<file path="src/rtl/skts_pkg.sv">
// Package for the sorted key table search block.
// Holds the record, item, command and status types shared by all files.
// No dependencies.
package skts_pkg;

    localparam int KEY_W   = 32;
    localparam int NAME_W  = 32;
    localparam int GRADE_W = 16;
    localparam int POS_W   = 4;
    localparam int ENT_W   = 5;

    typedef enum logic {
        FN_INSERT = 1'b0,
        FN_SEARCH = 1'b1
    } t_func;

    typedef enum logic [1:0] {
        ST_INSERTED = 2'd0,
        ST_FULL     = 2'd1,
        ST_FOUND    = 2'd2,
        ST_MISSING  = 2'd3
    } t_status;

    typedef struct packed {
        t_func                     func;
        logic signed [KEY_W-1:0]   key;
        logic [NAME_W-1:0]         name_tag;
        logic [GRADE_W-1:0]        grade;
    } t_in_item;

    typedef struct packed {
        t_status                   status;
        logic [POS_W-1:0]          position;
        logic [NAME_W-1:0]         found_name;
        logic [GRADE_W-1:0]        found_grade;
        logic [ENT_W-1:0]          entries;
    } t_out_item;

    typedef struct packed {
        logic signed [KEY_W-1:0]   key;
        logic [NAME_W-1:0]         name_tag;
        logic [GRADE_W-1:0]        grade;
    } t_rec;

    typedef enum logic [2:0] {
        S_IDLE,
        S_LOAD,
        S_CARRY,
        S_CMP,
        S_WLAST,
        S_BS_ISSUE,
        S_BS_CMP,
        S_DONE
    } t_state;

    typedef struct packed {
        logic accept;
        logic rd_first;
        logic take_carry;
        logic step;
        logic wlast;
        logic bs_issue;
        logic bs_cmp;
        logic publish;
    } t_cmd;

    typedef struct packed {
        logic is_search;
        logic below_two;
        logic pass_end;
        logic last_one;
        logic bs_empty;
        logic bs_hit;
        logic out_free;
    } t_sts;

endpackage

</file>
<file path="src/rtl/skts_in_if.sv">
// Input channel of the sorted key table search block.
// Carries valid, ready and one input item; depends on skts_pkg.
interface skts_in_if;
    logic                valid;
    logic                ready;
    skts_pkg::t_in_item  data;

    modport source (output valid, output data, input ready);
    modport sink   (input valid, input data, output ready);
endinterface

</file>
<file path="src/rtl/skts_out_if.sv">
// Output channel of the sorted key table search block.
// Carries valid, ready and one result item; depends on skts_pkg.
interface skts_out_if;
    logic                 valid;
    logic                 ready;
    skts_pkg::t_out_item  data;

    modport source (output valid, output data, input ready);
    modport sink   (input valid, input data, output ready);
endinterface

</file>
<file path="src/rtl/skts_ctrl.sv">
// Controller state machine of the sorted key table search block.
// Sequences insert, bubble-sort passes and binary search; depends on skts_pkg.
module skts_ctrl (
    input  logic            i_clk,
    input  logic            i_rst_n,
    input  logic            i_in_valid,
    input  skts_pkg::t_sts  i_sts,
    output skts_pkg::t_cmd  o_cmd,
    output logic            o_in_ready
);
    import skts_pkg::*;

    t_state r_state;
    t_state n_state;

    always_ff @(posedge i_clk) begin
        if (!i_rst_n) begin
            r_state <= S_IDLE;
        end else begin
            r_state <= n_state;
        end
    end

    always_comb begin
        n_state = r_state;
        unique case (r_state)
            S_IDLE: begin
                if (i_in_valid) begin
                    if (!i_sts.is_search) begin
                        n_state = S_DONE;
                    end else if (i_sts.below_two) begin
                        n_state = S_BS_ISSUE;
                    end else begin
                        n_state = S_LOAD;
                    end
                end
            end
            S_LOAD:  n_state = S_CARRY;
            S_CARRY: n_state = S_CMP;
            S_CMP: begin
                if (i_sts.pass_end) begin
                    n_state = S_WLAST;
                end
            end
            S_WLAST: begin
                n_state = i_sts.last_one ? S_BS_ISSUE : S_LOAD;
            end
            S_BS_ISSUE: begin
                n_state = i_sts.bs_empty ? S_DONE : S_BS_CMP;
            end
            S_BS_CMP: begin
                n_state = i_sts.bs_hit ? S_DONE : S_BS_ISSUE;
            end
            S_DONE: begin
                if (i_sts.out_free) begin
                    n_state = S_IDLE;
                end
            end
            default: n_state = S_IDLE;
        endcase
    end

    always_comb begin
        o_cmd      = '0;
        o_in_ready = 1'b0;
        unique case (r_state)
            S_IDLE: begin
                o_in_ready   = 1'b1;
                o_cmd.accept = i_in_valid;
            end
            S_LOAD:     o_cmd.rd_first   = 1'b1;
            S_CARRY:    o_cmd.take_carry = 1'b1;
            S_CMP:      o_cmd.step       = 1'b1;
            S_WLAST:    o_cmd.wlast      = 1'b1;
            S_BS_ISSUE: o_cmd.bs_issue   = !i_sts.bs_empty;
            S_BS_CMP:   o_cmd.bs_cmp     = 1'b1;
            S_DONE:     o_cmd.publish    = i_sts.out_free;
            default: begin
                o_cmd = '0;
            end
        endcase
    end

endmodule

</file>
<file path="src/rtl/skts_dp.sv">
// Datapath of the sorted key table search block: record memory, sort carry
// register, search bounds, result and output registers. Depends on skts_pkg.
module skts_dp #(
    parameter int DEPTH = 16
) (
    input  logic                 i_clk,
    input  logic                 i_rst_n,
    input  skts_pkg::t_in_item   i_item,
    input  logic                 i_out_ready,
    input  skts_pkg::t_cmd       i_cmd,
    output skts_pkg::t_sts       o_sts,
    output logic                 o_out_valid,
    output skts_pkg::t_out_item  o_out_item
);
    import skts_pkg::*;

    localparam int AW = (DEPTH > 1) ? $clog2(DEPTH) : 1;
    localparam int CW = $clog2(DEPTH + 1);

    t_rec                    r_mem [DEPTH];
    t_rec                    r_rd;
    t_rec                    r_carry;
    logic [CW-1:0]           r_count;
    logic [AW-1:0]           r_last;
    logic [AW-1:0]           r_j;
    logic [CW-1:0]           r_left;
    logic [CW-1:0]           r_rexcl;
    logic [AW-1:0]           r_mid;
    logic signed [KEY_W-1:0] r_key;
    t_out_item               r_res;
    t_out_item               r_out;
    logic                    r_out_valid;

    logic [AW-1:0] rd_addr;
    logic          wr_en;
    logic [AW-1:0] wr_addr;
    t_rec          wr_data;
    logic [CW:0]   mid_sum;
    logic [AW-1:0] mid_calc;
    logic          full;
    logic          swap;
    logic          key_eq;
    logic          key_lt;

    assign full     = (r_count == CW'(DEPTH));
    assign swap     = $signed(r_carry.key) > $signed(r_rd.key);
    assign key_eq   = $signed(r_rd.key) == r_key;
    assign key_lt   = $signed(r_rd.key) < r_key;
    assign mid_sum  = {1'b0, r_left} + {1'b0, r_rexcl} - (CW + 1)'(1);
    assign mid_calc = AW'(mid_sum >> 1);

    always_comb begin
        rd_addr = '0;
        if (i_cmd.take_carry) begin
            rd_addr = AW'(1);
        end else if (i_cmd.step) begin
            rd_addr = r_j + AW'(2);
        end else if (i_cmd.bs_issue) begin
            rd_addr = mid_calc;
        end
    end

    always_comb begin
        wr_en   = 1'b0;
        wr_addr = '0;
        wr_data = r_carry;
        if (i_cmd.accept && (i_item.func == FN_INSERT) && !full) begin
            wr_en   = 1'b1;
            wr_addr = AW'(r_count);
            wr_data = '{key: i_item.key, name_tag: i_item.name_tag, grade: i_item.grade};
        end else if (i_cmd.step) begin
            wr_en   = 1'b1;
            wr_addr = r_j;
            wr_data = swap ? r_rd : r_carry;
        end else if (i_cmd.wlast) begin
            wr_en   = 1'b1;
            wr_addr = r_last;
            wr_data = r_carry;
        end
    end

    always_ff @(posedge i_clk) begin
        if (wr_en) begin
            r_mem[wr_addr] <= wr_data;
        end
    end

    always_ff @(posedge i_clk) begin
        r_rd <= r_mem[rd_addr];
    end

    always_ff @(posedge i_clk) begin
        if (!i_rst_n) begin
            r_count <= '0;
        end else if (i_cmd.accept && (i_item.func == FN_INSERT) && !full) begin
            r_count <= r_count + CW'(1);
        end
    end

    always_ff @(posedge i_clk) begin
        if (i_cmd.accept) begin
            r_key        <= i_item.key;
            r_last       <= AW'(r_count - CW'(1));
            r_left       <= '0;
            r_rexcl      <= r_count;
            if (i_item.func == FN_INSERT) begin
                r_res <= '{status: full ? ST_FULL : ST_INSERTED, position: '0,
                           found_name: '0, found_grade: '0, entries: '0};
            end else begin
                r_res <= '{status: ST_MISSING, position: '0,
                           found_name: '0, found_grade: '0, entries: '0};
            end
        end
        if (i_cmd.rd_first) begin
            r_j <= '0;
        end
        if (i_cmd.take_carry) begin
            r_carry <= r_rd;
        end
        if (i_cmd.step) begin
            r_j <= r_j + AW'(1);
            if (!swap) begin
                r_carry <= r_rd;
            end
        end
        if (i_cmd.wlast) begin
            r_last <= r_last - AW'(1);
        end
        if (i_cmd.bs_issue) begin
            r_mid <= mid_calc;
        end
        if (i_cmd.bs_cmp) begin
            if (key_eq) begin
                r_res.status      <= ST_FOUND;
                r_res.position    <= POS_W'(r_mid);
                r_res.found_name  <= r_rd.name_tag;
                r_res.found_grade <= r_rd.grade;
            end else if (key_lt) begin
                r_left <= CW'(r_mid) + CW'(1);
            end else begin
                r_rexcl <= CW'(r_mid);
            end
        end
    end

    always_ff @(posedge i_clk) begin
        if (!i_rst_n) begin
            r_out_valid <= 1'b0;
        end else if (i_cmd.publish) begin
            r_out_valid <= 1'b1;
        end else if (i_out_ready) begin
            r_out_valid <= 1'b0;
        end
    end

    always_ff @(posedge i_clk) begin
        if (i_cmd.publish) begin
            r_out <= '{status: r_res.status, position: r_res.position,
                       found_name: r_res.found_name, found_grade: r_res.found_grade,
                       entries: ENT_W'(r_count)};
        end
    end

    assign o_sts.is_search = (i_item.func == FN_SEARCH);
    assign o_sts.below_two = (r_count < CW'(2));
    assign o_sts.pass_end  = ((r_j + AW'(1)) == r_last);
    assign o_sts.last_one  = (r_last == AW'(1));
    assign o_sts.bs_empty  = !(r_left < r_rexcl);
    assign o_sts.bs_hit    = key_eq;
    assign o_sts.out_free  = !r_out_valid || i_out_ready;

    assign o_out_valid = r_out_valid;
    assign o_out_item  = r_out;

endmodule

</file>
<file path="src/rtl/sorted_key_table_search.sv">
// Top level of the sorted key table search block.
// Joins skts_ctrl and skts_dp to the skts_in_if and skts_out_if channels.
//
// The block holds up to DEPTH records of a signed key, a name tag and a Q8.8
// grade in a single-port-write, single-port-read memory. An insert appends a
// record, or reports full. A search with n records first bubble-sorts the
// table in place, one compare and one memory write per cycle with the larger
// record carried in a register; the sort is skipped when n is below two. The
// binary search then reads the memory and compares the registered record for
// each probe, at most floor(log2 n) + 1 probes. One item is in work at a time;
// the result sits in an output register while the next item is taken.
module sorted_key_table_search #(
    parameter int DEPTH = 16
) (
    input  logic              i_clk,
    input  logic              i_rst_n,
    skts_in_if.sink           i_in,
    skts_out_if.source        o_out
);
    import skts_pkg::*;

    t_cmd      cmd;
    t_sts      sts;
    logic      in_ready;
    logic      out_valid;
    t_out_item out_item;

    skts_ctrl u_ctrl (
        .i_clk      (i_clk),
        .i_rst_n    (i_rst_n),
        .i_in_valid (i_in.valid),
        .i_sts      (sts),
        .o_cmd      (cmd),
        .o_in_ready (in_ready)
    );

    skts_dp #(
        .DEPTH (DEPTH)
    ) u_dp (
        .i_clk       (i_clk),
        .i_rst_n     (i_rst_n),
        .i_item      (i_in.data),
        .i_out_ready (o_out.ready),
        .i_cmd       (cmd),
        .o_sts       (sts),
        .o_out_valid (out_valid),
        .o_out_item  (out_item)
    );

    assign i_in.ready  = in_ready;
    assign o_out.valid = out_valid;
    assign o_out.data  = out_item;

endmodule

</file>
<file path="src/flat_wrapper.sv">
// flat-port wrapper written by rule: the top's interface ports become plain ports
module sorted_key_table_search_flat import skts_pkg::*;
#(
    parameter int DEPTH = 16
)
  (i_clk, i_rst_n, i_in_valid, i_in_data, i_in_ready, o_out_valid, o_out_data, o_out_ready);
  skts_in_if i_in_i ();
  skts_out_if o_out_i ();
  input  logic i_clk;
  input  logic i_rst_n;
  input wire logic [$bits(i_in_i.valid)-1:0] i_in_valid;
  input wire logic [$bits(i_in_i.data)-1:0] i_in_data;
  output wire logic [$bits(i_in_i.ready)-1:0] i_in_ready;
  output wire logic [$bits(o_out_i.valid)-1:0] o_out_valid;
  output wire logic [$bits(o_out_i.data)-1:0] o_out_data;
  input wire logic [$bits(o_out_i.ready)-1:0] o_out_ready;
  assign i_in_i.valid = i_in_valid;
  assign i_in_i.data = i_in_data;
  assign i_in_ready = i_in_i.ready;
  assign o_out_valid = o_out_i.valid;
  assign o_out_data = o_out_i.data;
  assign o_out_i.ready = o_out_ready;
  sorted_key_table_search #(.DEPTH(DEPTH)) u_core (.i_clk(i_clk), .i_rst_n(i_rst_n), .i_in(i_in_i), .o_out(o_out_i));
endmodule
</file>
<file path="config.mk">
export PLATFORM = sky130hd
export DESIGN_NAME = sorted_key_table_search_flat
export DESIGN_NICKNAME = d
export VERILOG_FILES = /design/src/rtl/skts_pkg.sv /design/src/rtl/skts_in_if.sv /design/src/rtl/skts_out_if.sv /design/src/rtl/skts_ctrl.sv /design/src/rtl/skts_dp.sv /design/src/rtl/sorted_key_table_search.sv /design/src/flat_wrapper.sv
export SDC_FILE = /design/constraint.sdc
export NUM_CORES = 2
export LEC_CHECK = 0
export BUFFER_PORTS_ARGS = -buffer_cell sky130_fd_sc_hd__clkbuf_2
export CELL_PAD_IN_SITES_DETAIL_PLACEMENT = 1
export CELL_PAD_IN_SITES_GLOBAL_PLACEMENT = 1
export CORE_ASPECT_RATIO = 1.2
export CORE_MARGIN = 4
export CORE_UTILIZATION = 40
export CTS_CLUSTER_SIZE = 40
export DETAILED_ROUTE_END_ITERATION = 7
export HOLD_SLACK_MARGIN = 0.12
export PLACE_DENSITY_LB_ADDON = 0.25
export REMOVE_ABC_BUFFERS = 1
export SYNTH_ARGS = -nofsm -noshare
export SYNTH_HDL_FRONTEND = slang
export SYNTH_SLANG_ARGS = --single-unit
</file>
<file path="constraint.sdc">
create_clock -name i_clk -period 5.9 [get_ports i_clk]
set_input_delay 0.59 -clock i_clk [delete_from_list [all_inputs] [get_ports i_clk]]
set_output_delay 0.59 -clock i_clk [all_outputs]
set_load 0.005 [all_outputs]
</file>
=== Word-level counts from Yosys, hierarchy flattened ===
Memory sizes are Yosys's and may differ from the RTL's. A register that Yosys moved wholly into a read port is not among the register bits.
Cells that the tools add are included.

* Bits in registers: 261
* Bits in latches: 0
* Memory bits (writable): 1280
* ROM bits: 0
* Bits of input ports: 85
* Output and inout bits: 61
* Logic and storage cells: 114
* Memories kept: 1

* Add/sub/neg operators: 8
* Multiply operators: 0
* Divide/modulo/power cells: 0
* Magnitude comparators: 4
* Equal/unequal tests: 14
* Shifts and indexed selects: 0
* Muxes and demuxes: 54
* Bitwise gates (word level): 1
* Reductions and logical operators: 10

{| class="wikitable"
|+ Memories
! memory !! depth !! width !! rd ports !! clocked after memory_dff !! write ports !! line !! RTL
|-
| u_core.u_dp.r_mem || 16 || 80 || 1 || 1 || 1 || skts_dp.sv:20 || <nowiki>t_rec r_mem [DEPTH];</nowiki>
|}

{| class="wikitable"
|+ Operators by type and width
! operator !! number
|-
| $mux 80 || 6
|-
| $mux 59 || 2
|-
| $mux 54 || 2
|-
| $mux 4 || 10
|-
| $mux 5 || 8
|-
| $eq 32x32->1 || 1
|-
| $gt 32x32->1 || 1
|-
| $lt 32x32->1 || 1
|-
| $pmux 3 s8 || 1
|-
| $mux 1 || 18
|-
| $mux 3 || 6
|-
| $eq 3x3->1 const B || 4
|-
| $sub 4x1->4 const B || 2
|-
| $eq 3x2->1 const B || 2
|-
| $reduce_bool 2->1 || 3
|-
| $add 4x1->5 const B || 1
|-
| $add 5x1->5 const B || 1
|-
| $add 5x5->5 || 1
|-
| $eq 5x5->1 const B || 1
|-
| $lt 5x2->1 const B || 1
|-
| $lt 5x5->1 || 1
|-
| $sub 5x1->5 const B || 1
|-
| $add 4x1->4 const B || 1
|-
| $add 4x2->4 const B || 1
|-
| other kinds (12) || 15
|}

=== Logic depth before layout (Yosys ltp) ===
* Word-level depth: 7
* Gate-level depth with buffers: 13
* Gate-level depth less buffers: 11

=== By module ===
From an unflattened synthesis, not the netlist that was laid out.

* Cell total of the unflattened synthesis: 3611
* Area, all modules: 63601.0 um^2

{| class="wikitable"
|+ Modules (own cells, without submodules)
! module !! times used !! cells an instance !! area each (um^2) !! sequential area each (um^2)
|-
| skts_dp || 1 || 3572 || 63304.5 || 46134.2
|-
| skts_ctrl || 1 || 39 || 296.5 || 60.1
|}

=== Worst setup path after synthesis ===
Ideal clock, no wire load.

* Path type: flip-flop to flip-flop
* Start: register u_core.u_ctrl.r_state[1]
* End: memory u_core.u_dp.r_mem[3][0] (netlist bit), enable pin
* Setup time: 0.519 ns
* Arrival: 5.374 ns
* Required time: 5.381 ns
* Setup slack: 0.007 ns
* Cell stages (with the launch flop): 10
* Path buffers: 2
* Period minus slack after synthesis: 5.893 ns
* Cells stage by stage: dfxtp_1 buf_2 nor3_1 nand2_1 nor2_1 o31a_1 buf_2 a222oi_1 or2_2 nor2_1

* Cells in the longest elaborated chain, start to end: 7
* Elaborated cells on any way between the ends: 16
* Those cells by class: eq/ne (2); mux (11); reduce/logical (3)

{| class="wikitable"
|+ RTL lines
! element !! line !! RTL
|-
| from (decl) || skts_ctrl.sv:13 || <nowiki>t_state r_state;</nowiki>
|-
| from (signal assigned) || skts_ctrl.sv:20 || <nowiki>r_state <= n_state;</nowiki>
|-
| $eq 3x3->1 or $logic_not 3->1 (tied branches) || skts_ctrl.sv:66 || <nowiki>unique case (r_state)</nowiki>
|-
| $mux 1 || skts_ctrl.sv:66 ||
|-
| $mux 1 or $logic_and 1x1->1 (tied branches) || skts_dp.sv:75, skts_dp.sv:67 ||
|-
| $mux 1 or $logic_and 1x1->1 (tied branches) || skts_dp.sv:71, skts_dp.sv:67 ||
|-
| $mux 1 || skts_dp.sv:67 || <nowiki>if (i_cmd.accept && (i_item.func == FN_INSERT) && !full) begin</nowiki>
|-
| $mux 1 || skts_dp.sv:83 || <nowiki>if (wr_en) begin</nowiki>
|-
| $mux 1 (not written as such) || skts_dp.sv:84 || <nowiki>r_mem[wr_addr] <= wr_data;</nowiki>
|-
| to (decl) || skts_dp.sv:20 ||
|}

Several ways; a longest one is shown, not always the timed one.

==> impl_metrics.yaml <==
sta:
  fin_worst_skew_ns: 0.03482
  min_period_ns: 4.833
  max-slew-margin-rel_pct: 9.228
  drv_slew: 0
  period_share_pct: 81.92
  hold_ws_ns: 0.2325
  rsz0062_at_grt: "false"
  worstMarginPinSlew_ns: 1.356
  max_freq_mhz: 206.9
  final.setup.tns_ns: 0
  setup_violations: 0
  hold_violations: 0
grt:
  grt_pass1_vias: 40188
  grtUsageTotal_pct: 21.51
  grt_max_degree: 189
  grt_pass1_wl_mm: 263.3
  grt_overflow: 0
  antenna_found_initial: 3
clocking:
  clock_latency_ns: 0.81
  hold_buffers: 36
  cts_buffers: 163
  clock_path_buffers: 3
  h-tree-depth: 4
  path_clk_slew_ns: 0.06
  clock_sinks: 1616
  post_cts_buffers: 0
  cts_resized: 0
  cts_tree: "yes"
  cts_root_buffer: "clkbuf_16"
logic_synthesis:
  ys_seq_area_share_pct: 72.99
  async_flop_share_pct: 0
  avgSynthCellArea_um2: 14.15
  synth_area_mm2: 0.06329
  synth-seq-cells: 1616
  synth_ff_type: "edfxtp_1"
  syn_inst: 4472
  ys.warnings.count: 0
  synth_cell_types: 55
  synth_edf_count: 1383
floorplan:
  row_count: 159
  core_area_mm2: 0.1570
  ioPinCount: 146
  die_y_um: 443.7
  die_w_um: 371.1
  dieArea_mm2: 0.1647
  start_util_pct: 40.32
placement:
  dp_hpwl_mm: 88.65
  dpl_cell_area_mm2: 0.06680
  place_inst: 6504
  gp_congestion: 0.7614
  port_buffers: 145
finish:
  fin_cells: 6845
  final_cell_area_mm2: 0.07248
  fillers: 15365
  drive_gt1_share_pct: 11.64
  antenna_cells: 0
  regArea_mm2: 0.04619
  nets: 4780
  synthToLayoutAreaGrowth_pct: 14.52
  multiInputGateArea_mm2: 0.01584
critical_path:
  cp_data_arrival_time_ns: 5.26
  cp-start-kind: "flip-flop"
  rr_worst_depth: 11
  path_class: "flip-flop to flip-flop"
  crit_path_end_kind: "flip-flop"
  cp_data_required_time_ns: 6.32
  worstPathMaxFanout: 33
run:
  drv_cap: 0
routing:
  drt_wl_total_mm: 180.4
  drt_iter0_markers: 3493
  num_vias: 38634
  routedWlPerCell_um: 26.35
  drc: 0
  viasPerCell: 5.644
  dr.pass1.iters: 6
  ant_nets: 0
power_and_ir_drop:
  powerDensity_mw_per_mm2: 545.6
  finalPower_w: 0.03954
  vdd_drop_max_mv: 0.4921
  p_leak_nw: 26.23
worst_hold_path:
  hold_path_depth: 3
  hp-class: "primary input to flip-flop"
status:
  status: "finished clean"
worst max-delay path: stages (launching register included):
cell and delay (ns):
dfxtp_1 0.36, inv_1 0.07, ha_1 0.33, a21oi_1 0.14
o21ai_0 0.14, a221o_1 0.33, or3_1 0.50, a31oi_4 0.30
mux2_4 0.77, buf_4 0.47, a21oi_1 0.12, a21oi_1 0.90
final timing paths:
check,to,slack [ns],start
setup / recovery,u_core.u_dp.r_mem[8][14],1.07,u_core.u_dp.r_rd[55]
setup reg to reg,u_core.u_dp.r_mem[8][14],1.07,u_core.u_dp.r_rd[55]
hold reg to reg,u_core.u_dp.o_out_item[16],0.43,u_core.u_dp.r_res[16]
hold / removal,u_core.u_dp.r_res[58],0.23,i_in_data[80]
layer usage:
metal	track usage, %	routed length (µm)	vias up
met5	0	0	-
met4	6.292	4508	0
met3	2.762	9067	266
met2	36.14	88230	1059
met1	29.29	78570	20118
li1	-	-	17191
Yosys cell counts (18+ instances only):
| master | number | share of area, % |
|---|---|---|
| mux2i_1 | 246 | 3.9 |
| a22oi_1 | 83 | 0.98 |
| nand4_1 | 18 | 0.18 |
| o221ai_1 | 79 | 1.1 |
| a21o_1 | 18 | 0.21 |
| buf_1 | 25 | 0.15 |
| ha_1 | 82 | 1.6 |
| nand2_1 | 774 | 4.6 |
| inv_1 | 87 | 0.52 |
| buf_2 | 30 | 0.24 |
| clkbuf_1 | 224 | 1.3 |
| a32oi_1 | 79 | 1.1 |
| a21oi_1 | 437 | 3.5 |
| nor2_1 | 93 | 0.55 |
| o21ai_0 | 67 | 0.53 |
| o211ai_1 | 35 | 0.42 |
| dfxtp_1 | 233 | 7.4 |
| mux2_2 | 41 | 0.73 |
| mux2_1 | 45 | 0.80 |
| edfxtp_1 | 1383 | 66 |
| nand3_1 | 118 | 0.93 |
| a22o_1 | 160 | 2.2 |
placed cells by master (no fill, tap or decap), types with 35 or more instances in the layout:
cell type	instances
nand2_1	771
dfxtp_1	233
a32oi_1	79
mux2i_1	245
mux2_1	45
a21oi_1	435
o211ai_1	35
mux2_2	40
o221ai_1	79
o21ai_0	67
dlygate4sd3_1	36
buf_12	39
a22oi_1	83
clkbuf_1	44
clkbuf_16	168
nor2_1	74
a22o_1	160
edfxtp_1	1383
nand3_1	118
buf_4	42
clkbuf_2	145
inv_1	86
ha_1	82
logic make-up (layout without fill, tap and decap cells):
kind of cell / Yosys count / in the layout / share of synthesized area (%)
AO/OA/AOI/OAI: 997 / 997 / 10.55
XOR/XNOR: 21 / 21 / 0.2906
adder cells (fa/ha/maj): 83 / 83 / 1.653
buffers and inverters: 374 / 654 / 2.372
flip-flops: 1616 / 1616 / 72.99
multiplexers: 333 / 333 / 5.443
AND/OR/NAND/NOR: 1048 / 1048 / 6.704
layout make-up:
| class | instances | area share [%] |
|---|---|---|
| Clock buffer | 237 | 6.503 |
| Clock inverter | 68 | 0.8441 |
| Inverter | 87 | 0.4505 |
| Multi-Input combinational cell | 2482 | 21.85 |
| Sequential cell | 1616 | 63.73 |
| Tap cell | 2093 | 3.613 |
| Timing Repair Buffer | 262 | 3.011 |
registers in the layout, indices dropped and copies added, names as in the netlist:
name and cells:
u_core.u_dp.o_out_item 59, u_core.u_dp.r_mid 4, u_core.u_dp.r_count 5, u_core.u_dp.r_j 4, u_core.u_dp.o_out_valid 1, u_core.u_dp.r_rd 80
u_core.u_dp.r_key 32, u_core.u_dp.r_last 4, u_core.u_dp.r_left 5, u_core.u_dp.r_carry 80, u_core.u_dp.r_rexcl 5, u_core.u_dp.r_res 54
u_core.u_ctrl.r_state 3, u_core.u_dp.r_mem 1280
metrics by stage:
step                setup WS [ns]  utilization [%]
global route               0.8256            46.18
detailed placement          1.063            42.56
CTS                         1.030            46.18
floorplan                  -28.42                -
global placement            1.208            42.56
finish                      1.067            46.18
report_power, final:
part	internal, W	switching, W
Sequential	0.0162	0.000726
Clock	0.00588	0.00441
Combinational	0.00398	0.00838
Total	0.0260	0.0135
Power figures use the tool's default switching activity.
